`config.mk`:
```
export PLATFORM = sky130hd
export DESIGN_NAME = alnum_vigenere_shift
export DESIGN_NICKNAME = d
export VERILOG_FILES = /design/src/hw/rtl/avs_pkg.sv /design/src/hw/rtl/avs_front.sv /design/src/hw/rtl/avs_queue.sv /design/src/hw/rtl/avs_back.sv /design/src/hw/rtl/alnum_vigenere_shift.sv
export SDC_FILE = /design/constraint.sdc
export NUM_CORES = 1
export LEC_CHECK = 0
export BUFFER_PORTS_ARGS = -buffer_cell sky130_fd_sc_hd__buf_2
export CORE_ASPECT_RATIO = 1.2
export CORE_MARGIN = 3
export CORE_UTILIZATION = 55
export DETAILED_ROUTE_END_ITERATION = 6
export GPL_ROUTABILITY_DRIVEN = 0
export PLACE_DENSITY = 0.76
export SYNTH_ARGS = -nofsm -noshare
export SYNTH_HDL_FRONTEND = slang
export SYNTH_SLANG_ARGS = --single-unit
```
`constraint.sdc`:
```
create_clock -name clk -period 12.1 [get_ports clk]
set_input_delay 3.025 -clock clk [delete_from_list [all_inputs] [get_ports clk]]
set_output_delay 3.025 -clock clk [all_outputs]
set_load 0.01 [all_outputs]
```
`src/hw/rtl/avs_pkg.sv`:
```
// Shared types, constants and character mapping functions for the
// alphanumeric shift cipher. No dependencies.
package avs_pkg;

	localparam int unsigned KEY_ENTRIES_MAX = 8;
	localparam int unsigned SHIFT_W         = 6;
	localparam int unsigned KEY_W           = KEY_ENTRIES_MAX * SHIFT_W;
	localparam int unsigned LEN_W           = 4;
	localparam int unsigned POS_W           = 3;
	localparam int unsigned CFG_IDX_W       = 2;
	localparam int unsigned QUEUE_DEPTH     = 2;

	localparam logic [SHIFT_W-1:0] ALPHA_SIZE = 6'd62;

	typedef enum logic [CFG_IDX_W-1:0] {
		REG_KEY_SHIFTS   = 2'd0,
		REG_KEY_LENGTH   = 2'd1,
		REG_DECRYPT_MODE = 2'd2,
		REG_UNUSED       = 2'd3
	} cfg_reg_t;

	typedef struct packed {
		logic [7:0] in_byte;
		logic       msg_end;
	} in_item_t;

	typedef struct packed {
		logic [7:0] out_byte;
		logic       passed_through;
		logic       out_last;
	} out_item_t;

	// one classified byte waiting in the queue
	typedef struct packed {
		logic [7:0]         raw_byte;
		logic [SHIFT_W-1:0] sym;
		logic [SHIFT_W-1:0] shift;
		logic               pass;
		logic               last;
		logic               decrypt;
	} queue_entry_t;

	// index 0..61, or 62 when not alphanumeric
	function automatic logic [SHIFT_W-1:0] symbol_index(input logic [7:0] b);
		logic [7:0] t;
		begin
			t = 8'd0;
			if (b >= 8'd97 && b <= 8'd122) begin
				t = b - 8'd97;
			end else if (b >= 8'd65 && b <= 8'd90) begin
				t = b - 8'd65 + 8'd26;
			end else if (b >= 8'd48 && b <= 8'd57) begin
				t = b - 8'd48 + 8'd52;
			end else begin
				t = {2'b00, ALPHA_SIZE};
			end
			return t[SHIFT_W-1:0];
		end
	endfunction

	// index 0..61 back to its character
	function automatic logic [7:0] symbol_char(input logic [SHIFT_W-1:0] idx);
		logic [7:0] w;
		begin
			w = {2'b00, idx};
			if (idx < 6'd26) begin
				return w + 8'd97;
			end else if (idx < 6'd52) begin
				return w - 8'd26 + 8'd65;
			end else begin
				return w - 8'd52 + 8'd48;
			end
		end
	endfunction

endpackage

```
`src/hw/rtl/avs_front.sv`:
```
// Front end: configuration registers, key position counter and byte
// classification. Depends on avs_pkg.
module avs_front #(
	parameter int unsigned KEY_ENTRIES = avs_pkg::KEY_ENTRIES_MAX
) (
	input  logic                           clk,
	input  logic                           arst_n,
	input  logic                           cfg_we,
	input  logic [avs_pkg::CFG_IDX_W-1:0]  cfg_index,
	input  logic [avs_pkg::KEY_W-1:0]      cfg_data,
	input  logic                           accept,
	input  avs_pkg::in_item_t              item,
	output avs_pkg::queue_entry_t          entry
);

	localparam int unsigned STORE_W = KEY_ENTRIES * avs_pkg::SHIFT_W;

	logic [STORE_W-1:0]              key_q;
	logic [avs_pkg::LEN_W-1:0]       key_len_q;
	logic                            decrypt_q;
	logic [avs_pkg::POS_W-1:0]       pos_q;

	logic [avs_pkg::LEN_W-1:0]       len_eff;
	logic [avs_pkg::POS_W-1:0]       pos;
	logic [avs_pkg::LEN_W-1:0]       next_pos;
	logic [avs_pkg::SHIFT_W-1:0]     raw_shift;
	logic [avs_pkg::SHIFT_W-1:0]     sym;

	always_ff @(posedge clk or negedge arst_n) begin
		if (!arst_n) begin
			key_q     <= '0;
			key_len_q <= avs_pkg::LEN_W'(1);
			decrypt_q <= 1'b0;
		end else if (cfg_we) begin
			unique case (avs_pkg::cfg_reg_t'(cfg_index))
				avs_pkg::REG_KEY_SHIFTS:   key_q     <= cfg_data[STORE_W-1:0];
				avs_pkg::REG_KEY_LENGTH:   key_len_q <= cfg_data[avs_pkg::LEN_W-1:0];
				avs_pkg::REG_DECRYPT_MODE: decrypt_q <= cfg_data[0];
				default: ;
			endcase
		end
	end

	always_comb begin
		if (key_len_q == '0) begin
			len_eff = avs_pkg::LEN_W'(1);
		end else if (key_len_q > avs_pkg::LEN_W'(KEY_ENTRIES)) begin
			len_eff = avs_pkg::LEN_W'(KEY_ENTRIES);
		end else begin
			len_eff = key_len_q;
		end
		// length may have been lowered under the counter
		pos = ({1'b0, pos_q} >= len_eff) ? '0 : pos_q;
		raw_shift = '0;
		for (int i = 0; i < KEY_ENTRIES; i++) begin
			if (pos == avs_pkg::POS_W'(i)) begin
				raw_shift = key_q[i*avs_pkg::SHIFT_W +: avs_pkg::SHIFT_W];
			end
		end
		next_pos = {1'b0, pos} + avs_pkg::LEN_W'(1);
		sym = avs_pkg::symbol_index(item.in_byte);
	end

	always_ff @(posedge clk or negedge arst_n) begin
		if (!arst_n) begin
			pos_q <= '0;
		end else if (accept) begin
			if (item.msg_end || next_pos >= len_eff) begin
				pos_q <= '0;
			end else begin
				pos_q <= next_pos[avs_pkg::POS_W-1:0];
			end
		end
	end

	always_comb begin
		entry.raw_byte = item.in_byte;
		entry.sym      = sym;
		entry.shift    = (raw_shift >= avs_pkg::ALPHA_SIZE) ?
			raw_shift - avs_pkg::ALPHA_SIZE : raw_shift;
		entry.pass     = (sym == avs_pkg::ALPHA_SIZE);
		entry.last     = item.msg_end;
		entry.decrypt  = decrypt_q;
	end

endmodule

```
`src/hw/rtl/avs_queue.sv`:
```
// Two-entry queue between front and back end.
// Depends on avs_pkg.
module avs_queue (
	input  logic                  clk,
	input  logic                  arst_n,
	input  logic                  push,
	input  avs_pkg::queue_entry_t push_data,
	input  logic                  pop,
	output logic                  full,
	output logic                  not_empty,
	output avs_pkg::queue_entry_t head
);

	localparam int unsigned PTR_W = $clog2(avs_pkg::QUEUE_DEPTH);

	avs_pkg::queue_entry_t           mem_q [avs_pkg::QUEUE_DEPTH];
	logic [PTR_W-1:0]                wr_ptr_q;
	logic [PTR_W-1:0]                rd_ptr_q;
	logic [PTR_W:0]                  count_q;

	assign full      = (count_q == (PTR_W+1)'(avs_pkg::QUEUE_DEPTH));
	assign not_empty = (count_q != '0);
	assign head      = mem_q[rd_ptr_q];

	always_ff @(posedge clk) begin
		if (push) begin
			mem_q[wr_ptr_q] <= push_data;
		end
	end

	always_ff @(posedge clk or negedge arst_n) begin
		if (!arst_n) begin
			wr_ptr_q <= '0;
			rd_ptr_q <= '0;
			count_q  <= '0;
		end else begin
			if (push) begin
				wr_ptr_q <= wr_ptr_q + PTR_W'(1);
			end
			if (pop) begin
				rd_ptr_q <= rd_ptr_q + PTR_W'(1);
			end
			if (push && !pop) begin
				count_q <= count_q + (PTR_W+1)'(1);
			end else if (pop && !push) begin
				count_q <= count_q - (PTR_W+1)'(1);
			end
		end
	end

endmodule

```
`src/hw/rtl/avs_back.sv`:
```
// Back end: modulo-62 shift, mapping back to a character and the
// output register. Depends on avs_pkg.
module avs_back (
	input  logic                  clk,
	input  logic                  arst_n,
	input  logic                  q_not_empty,
	input  avs_pkg::queue_entry_t q_head,
	output logic                  q_pop,
	output logic                  out_valid,
	input  logic                  out_stall,
	output avs_pkg::out_item_t    out_data
);

	logic                       out_valid_q;
	avs_pkg::out_item_t         out_q;
	logic [avs_pkg::SHIFT_W:0]  addend;
	logic [avs_pkg::SHIFT_W:0]  sum;
	logic [avs_pkg::SHIFT_W-1:0] idx;
	avs_pkg::out_item_t         result;

	assign q_pop     = q_not_empty && (!out_valid_q || !out_stall);
	assign out_valid = out_valid_q;
	assign out_data  = out_q;

	always_comb begin
		// backward shift as forward by 62 - shift; sum stays below 124
		addend = q_head.decrypt ?
			{1'b0, avs_pkg::ALPHA_SIZE} - {1'b0, q_head.shift} : {1'b0, q_head.shift};
		sum = {1'b0, q_head.sym} + addend;
		if (sum >= {1'b0, avs_pkg::ALPHA_SIZE}) begin
			sum = sum - {1'b0, avs_pkg::ALPHA_SIZE};
		end
		idx = sum[avs_pkg::SHIFT_W-1:0];
		result.out_byte       = q_head.pass ? q_head.raw_byte : avs_pkg::symbol_char(idx);
		result.passed_through = q_head.pass;
		result.out_last       = q_head.last;
	end

	always_ff @(posedge clk or negedge arst_n) begin
		if (!arst_n) begin
			out_valid_q <= 1'b0;
		end else if (q_pop) begin
			out_valid_q <= 1'b1;
		end else if (!out_stall) begin
			out_valid_q <= 1'b0;
		end
	end

	always_ff @(posedge clk) begin
		if (q_pop) begin
			out_q <= result;
		end
	end

endmodule

```
`src/hw/rtl/alnum_vigenere_shift.sv`:
```
// Top level of the alphanumeric Vigenere shift cipher.
// Depends on avs_pkg, avs_front, avs_queue and avs_back.
//
// Usage:
//  - Input channel (in_valid / in_stall / in_data) carries one message byte
//    and its end-of-message mark per transaction. Output channel
//    (out_valid / out_stall / out_data) returns one transaction per input
//    transaction, in order: the shifted character, a pass-through flag for
//    bytes outside a-z, A-Z, 0-9, and a copy of the end mark.
//  - Configuration: cfg_we with cfg_index 0 (key shifts, 6 bits per entry,
//    entry 0 lowest), 1 (key length), 2 (decrypt mode). Other indices are
//    ignored. Write only while the block is idle.
//  - Path: with nothing older waiting, an accepted byte is written into the queue
//    and then loaded into the output register, which raises out_valid.
//  - Throughput: one byte per cycle, sustained while out_stall is low. The back end does one
//    compare-and-subtract for the modulo-62 wrap.
//  - Reset: key shifts 0, key length 1, encrypt mode, key position 0,
//    queue and output register empty.
//  - Stall: while out_stall is high a valid result in the output register holds; the queue
//    absorbs up to two further bytes, after which in_stall is raised.
//  - Key position advances on every byte and returns to 0 after a byte
//    marked as message end.
module alnum_vigenere_shift #(
	parameter int unsigned KEY_ENTRIES = avs_pkg::KEY_ENTRIES_MAX
) (
	input  logic                           clk,
	input  logic                           arst_n,
	input  logic                           cfg_we,
	input  logic [avs_pkg::CFG_IDX_W-1:0]  cfg_index,
	input  logic [avs_pkg::KEY_W-1:0]      cfg_data,
	input  logic                           in_valid,
	output logic                           in_stall,
	input  avs_pkg::in_item_t              in_data,
	output logic                           out_valid,
	input  logic                           out_stall,
	output avs_pkg::out_item_t             out_data
);

	logic                  accept;
	logic                  q_full;
	logic                  q_not_empty;
	logic                  q_pop;
	avs_pkg::queue_entry_t entry;
	avs_pkg::queue_entry_t q_head;

	// stall depends only on queue occupancy, never on in_valid
	assign in_stall = q_full;
	assign accept   = in_valid && !q_full;

	avs_front #(
		.KEY_ENTRIES(KEY_ENTRIES)
	) u_front (
		.clk       (clk),
		.arst_n    (arst_n),
		.cfg_we    (cfg_we),
		.cfg_index (cfg_index),
		.cfg_data  (cfg_data),
		.accept    (accept),
		.item      (in_data),
		.entry     (entry)
	);

	avs_queue u_queue (
		.clk       (clk),
		.arst_n    (arst_n),
		.push      (accept),
		.push_data (entry),
		.pop       (q_pop),
		.full      (q_full),
		.not_empty (q_not_empty),
		.head      (q_head)
	);

	avs_back u_back (
		.clk         (clk),
		.arst_n      (arst_n),
		.q_not_empty (q_not_empty),
		.q_head      (q_head),
		.q_pop       (q_pop),
		.out_valid   (out_valid),
		.out_stall   (out_stall),
		.out_data    (out_data)
	);

endmodule

```
==> results by stage <==
Run status:
- The flow ran to the end, but the final reports show violations.
- The checks that failed: design-rule violations.

Timing:
- Summed over all failing endpoints, the final setup total negative slack is 0 ns.
- Setup repair after global routing left no endpoint under its margin.
- On the final layout, the worst clock skew is about 0.011 ns.
- The number of hold violations in the final report is 0.
- The worst hold slack is roughly 0.49 ns.
- In the finished design, the share of the clock period the worst path needs comes to 0.430.
- The final critical-path required period is 5.20 ns.
- Setup violations remaining at the end of the flow were counted as 0.
- The transition time at the pin with the least slew margin is ~1.2 ns.
- Derived from the worst setup path, the maximum achievable clock frequency is 0.192 GHz.
- The headroom to the max-slew limit is 0.207.
- The final-report max-slew violation count came to 0.

Synth:
- The async set-reset flop share out of synthesis is 0.521.
- Counting every instance in the synthesized netlist gives 576.
- The top-area cell type share of the netlist area is 0.254.
- Counting every net in the synthesized netlist gives 676.
- The synthesized netlist contains 83 unique library cells.
- In the post-synthesis netlist, the biggest area contributors are edfxtp_1 (25%), dfrtp_1 (23%), mux2_2 (10%), ha_1 (6.6%), a21oi_1 (2.8%).
- The post-synthesis sequential element count is 117.
- The synthesized design contains 56 enable-type register cells.
- Summing every instance area after synthesis gives 6610 sq um.
- For this run, the leading register cell type out of synthesis is dfrtp_1.
- Counting instances in the post-synthesis netlist gives the leading cell types as dfrtp_1 (60), mux2_2 (60), edfxtp_1 (56), nand2_1 (45), a21oi_1 (37).
- The sequential cell area fraction in the yosys report is 0.486.
- The Yosys step of the flow raised 0 warnings.
- Of all cell types, the one taking the most synthesized area is edfxtp_1.
- A synthesized cell averages ~11 sq um.

Global routing:
- In the global route stage, met1 resource usage came out at 0.256.
- The maximum number of pins on one net before global-route repair is just over 60.
- The remaining global-route overflow is 0.
- For met3 alone, demand over resource in global routing was 0.0477.
- The met2 routing resource usage after global routing is 0.383.
- The global routing stage identified its most utilized layer as met2.
- The via count of the first global-routing pass is 4,977.
- The overall global routing resource usage is 0.219.
- The first global-routing pass estimated 23,500 um of wire.
- The initial antenna violation count is 0.

CTS:
- The clock root buffer master is clkbuf_16.
- Clock latency on the worst-skew pair, taken at its later pin, is roughly 0.41 ns.
- The number of buffers on the longest clock path is 2.
- The clock net sink count is 117.
- The H-tree generated during clock tree synthesis spans 4 levels.
- The clock tree from TritonCTS is done.
- The post-CTS setup repair buffer count is 0.
- Clock-pin slew was measured on the worst setup and hold paths at 0.05 ns.
- TritonCTS created 17 clock buffers.
- The number of gates resized after CTS is 0.
- The hold buffer count at CTS is 0.

Place:
- The quantity of I/O buffers inserted on ports is 75.
- The placed cell area is 7120 sq um.
- The half-perimeter wire length of the detailed placement result is 10,200 um.

Floorplan:
- The count of boundary I/O pins is 76.
- The site row count is 43.
- The height of the chip is ~130 um.
- The floorplan step defined a die boundary enclosing approximately 13,000 sq um.
- The initial utilization of the core area, before any placement, comes to 0.566.
- The floorplan step set the die width to 106 um.
- The core outline area is 11,700 sq um.

Drt:
- The final antenna-violating net count is 0.
- The average wire per cell in the routed design is around 17 um.
- The first detailed-routing pass took 7 iterations.
- The remaining routing DRC violations is 12.
- For this block, the routed nets add up to 14,300 um of wire.
- The first routing iteration left approximately 340 violations.
- The via count is 4,800.
- The via-per-instance ratio is 5.85.

Cells and area:
- In the final layout, the share of cells above drive strength 1 is 0.294.
- The number of nets in the finished design is between 700 and 800.
- The finished cells cover 7730 sq um.
- The number of diodes is 0.
- The final design utilization is 0.662.
- The area growth from synthesis to layout is 16.9%.

Worst setup path:
- In this run the worst setup path begins at in_data[3].
- In this run the worst path has a maximum fanout of 10.
- The critical path class is in -> reg.
- STA classifies the critical path startpoint as a primary input.
- The critical path required time is 12.26 ns.
- The startpoint identified for the worst register-to-register timing path is u_queue.rd_ptr_q.
- Data on the critical path arrives at its endpoint at around 5.4 ns.
- The nature of the critical path endpoint is a flop.

Job:
- The tool flagged a number of max-cap violations equal to 0.

Min path:
- In this run the most critical hold path is launched from u_back.out_valid.
- The path class of the tightest hold or removal check is reg -> reg.
[kinds of logic after synthesis]
family / synth area share
AOI/OAI and AO/OA: 0.153
and+or+nand+nor: 0.102
buffers and inverters: 0.0293
DFF: 0.486
adders and majority gates: 0.0710
xor gates and xnor gates: 0.0343
muxes: 0.125
[final timing paths]
kind	depth (start not counted)	endpoint	slack [ns]
max reg2reg	17	u_back.out_data[6]	6.91
max	10	u_queue.mem_q[0][2]	6.90
min in group asynchronous	2	u_front.key_q[38]	2.77
max in group asynchronous	2	u_queue.wr_ptr_q	8.82
min	2	u_back.out_valid	0.49
min reg2reg	2	u_back.out_valid	0.49
[stage by stage]
| step | setup WS [ns] | instances |
|---|---|---|
| after floorplan | 7.15 | 576 |
| after global placement | 6.77 | 789 |
| after detailed placement | 6.56 | 789 |
| after CTS | 6.90 | 821 |
| after global routing | 6.59 | 821 |
| final | 6.90 | 821 |
[worst max-delay path, cell delays in order]
cell,delay [ns]
buf_2,0.19
inv_1,0.11
ha_1,0.24
nor2b_1,0.14
o21ai_0,0.13
nor4b_1,0.71
inv_1,0.14
a21oi_1,0.28
and4b_1,0.22
and3_1,0.18
[layout by cell type (no fill, tap or decap), types with 5 or more instances in the layout]
master     netlist  routed
and3_1           5       5
nand2_1         45      45
edfxtp_1        56      56
ha_1            35      35
dfrtp_1         60      60
o21ai_0         21      21
nand2b_1         5       5
mux2_2          60      60
mux2i_1         10      10
clkinv_4         0       5
nand3b_1         7       7
buf_2            5      75
nand3_1          9       9
a31oi_1          6       6
o22ai_1          5       5
a21oi_1         37      37
xnor2_1         16      16
inv_1           27      27
nor2_1          30      29
a21o_1           7       7
clkbuf_16        0      17
nor3_1           8       8
xor2_1           8       8
nor2b_1          6       6
[flip-flops by register name, summed over array words and instances (netlist names)]
| name | flops |
|---|---|
| u_front.key_len_q | 4 |
| u_back.out_valid | 1 |
| u_queue.wr_ptr_q | 1 |
| u_queue.count_q | 2 |
| u_queue.rd_ptr_q | 1 |
| u_back.out_data | 10 |
| u_front.pos_q | 3 |
| u_queue.mem_q | 46 |
| u_front.decrypt_q | 1 |
| u_front.key_q | 48 |
[metal layers]
metal | routed length, um | share of wire
met1 | 5780 | 0.40
met4 | 431 | 0.030
met2 | 7470 | 0.52
met5 | 0 | 0
met3 | 626 | 0.044
[area by class of cell]
| type | instances | area, sq um |
|---|---|---|
| Fill cell | 867 | 3950 |
| Clock buffer | 17 | 425 |
| Sequential cell | 117 | 3210 |
| Multi-Input combinational cell | 409 | 3210 |
| Clock inverter | 15 | 181 |
| Tap cell | 157 | 196 |
| Timing Repair Buffer | 78 | 398 |
| Inverter | 28 | 105 |
Power is not shown: default switching activity piles up to over one toggle a cycle in this logic, so the estimate is an artifact.
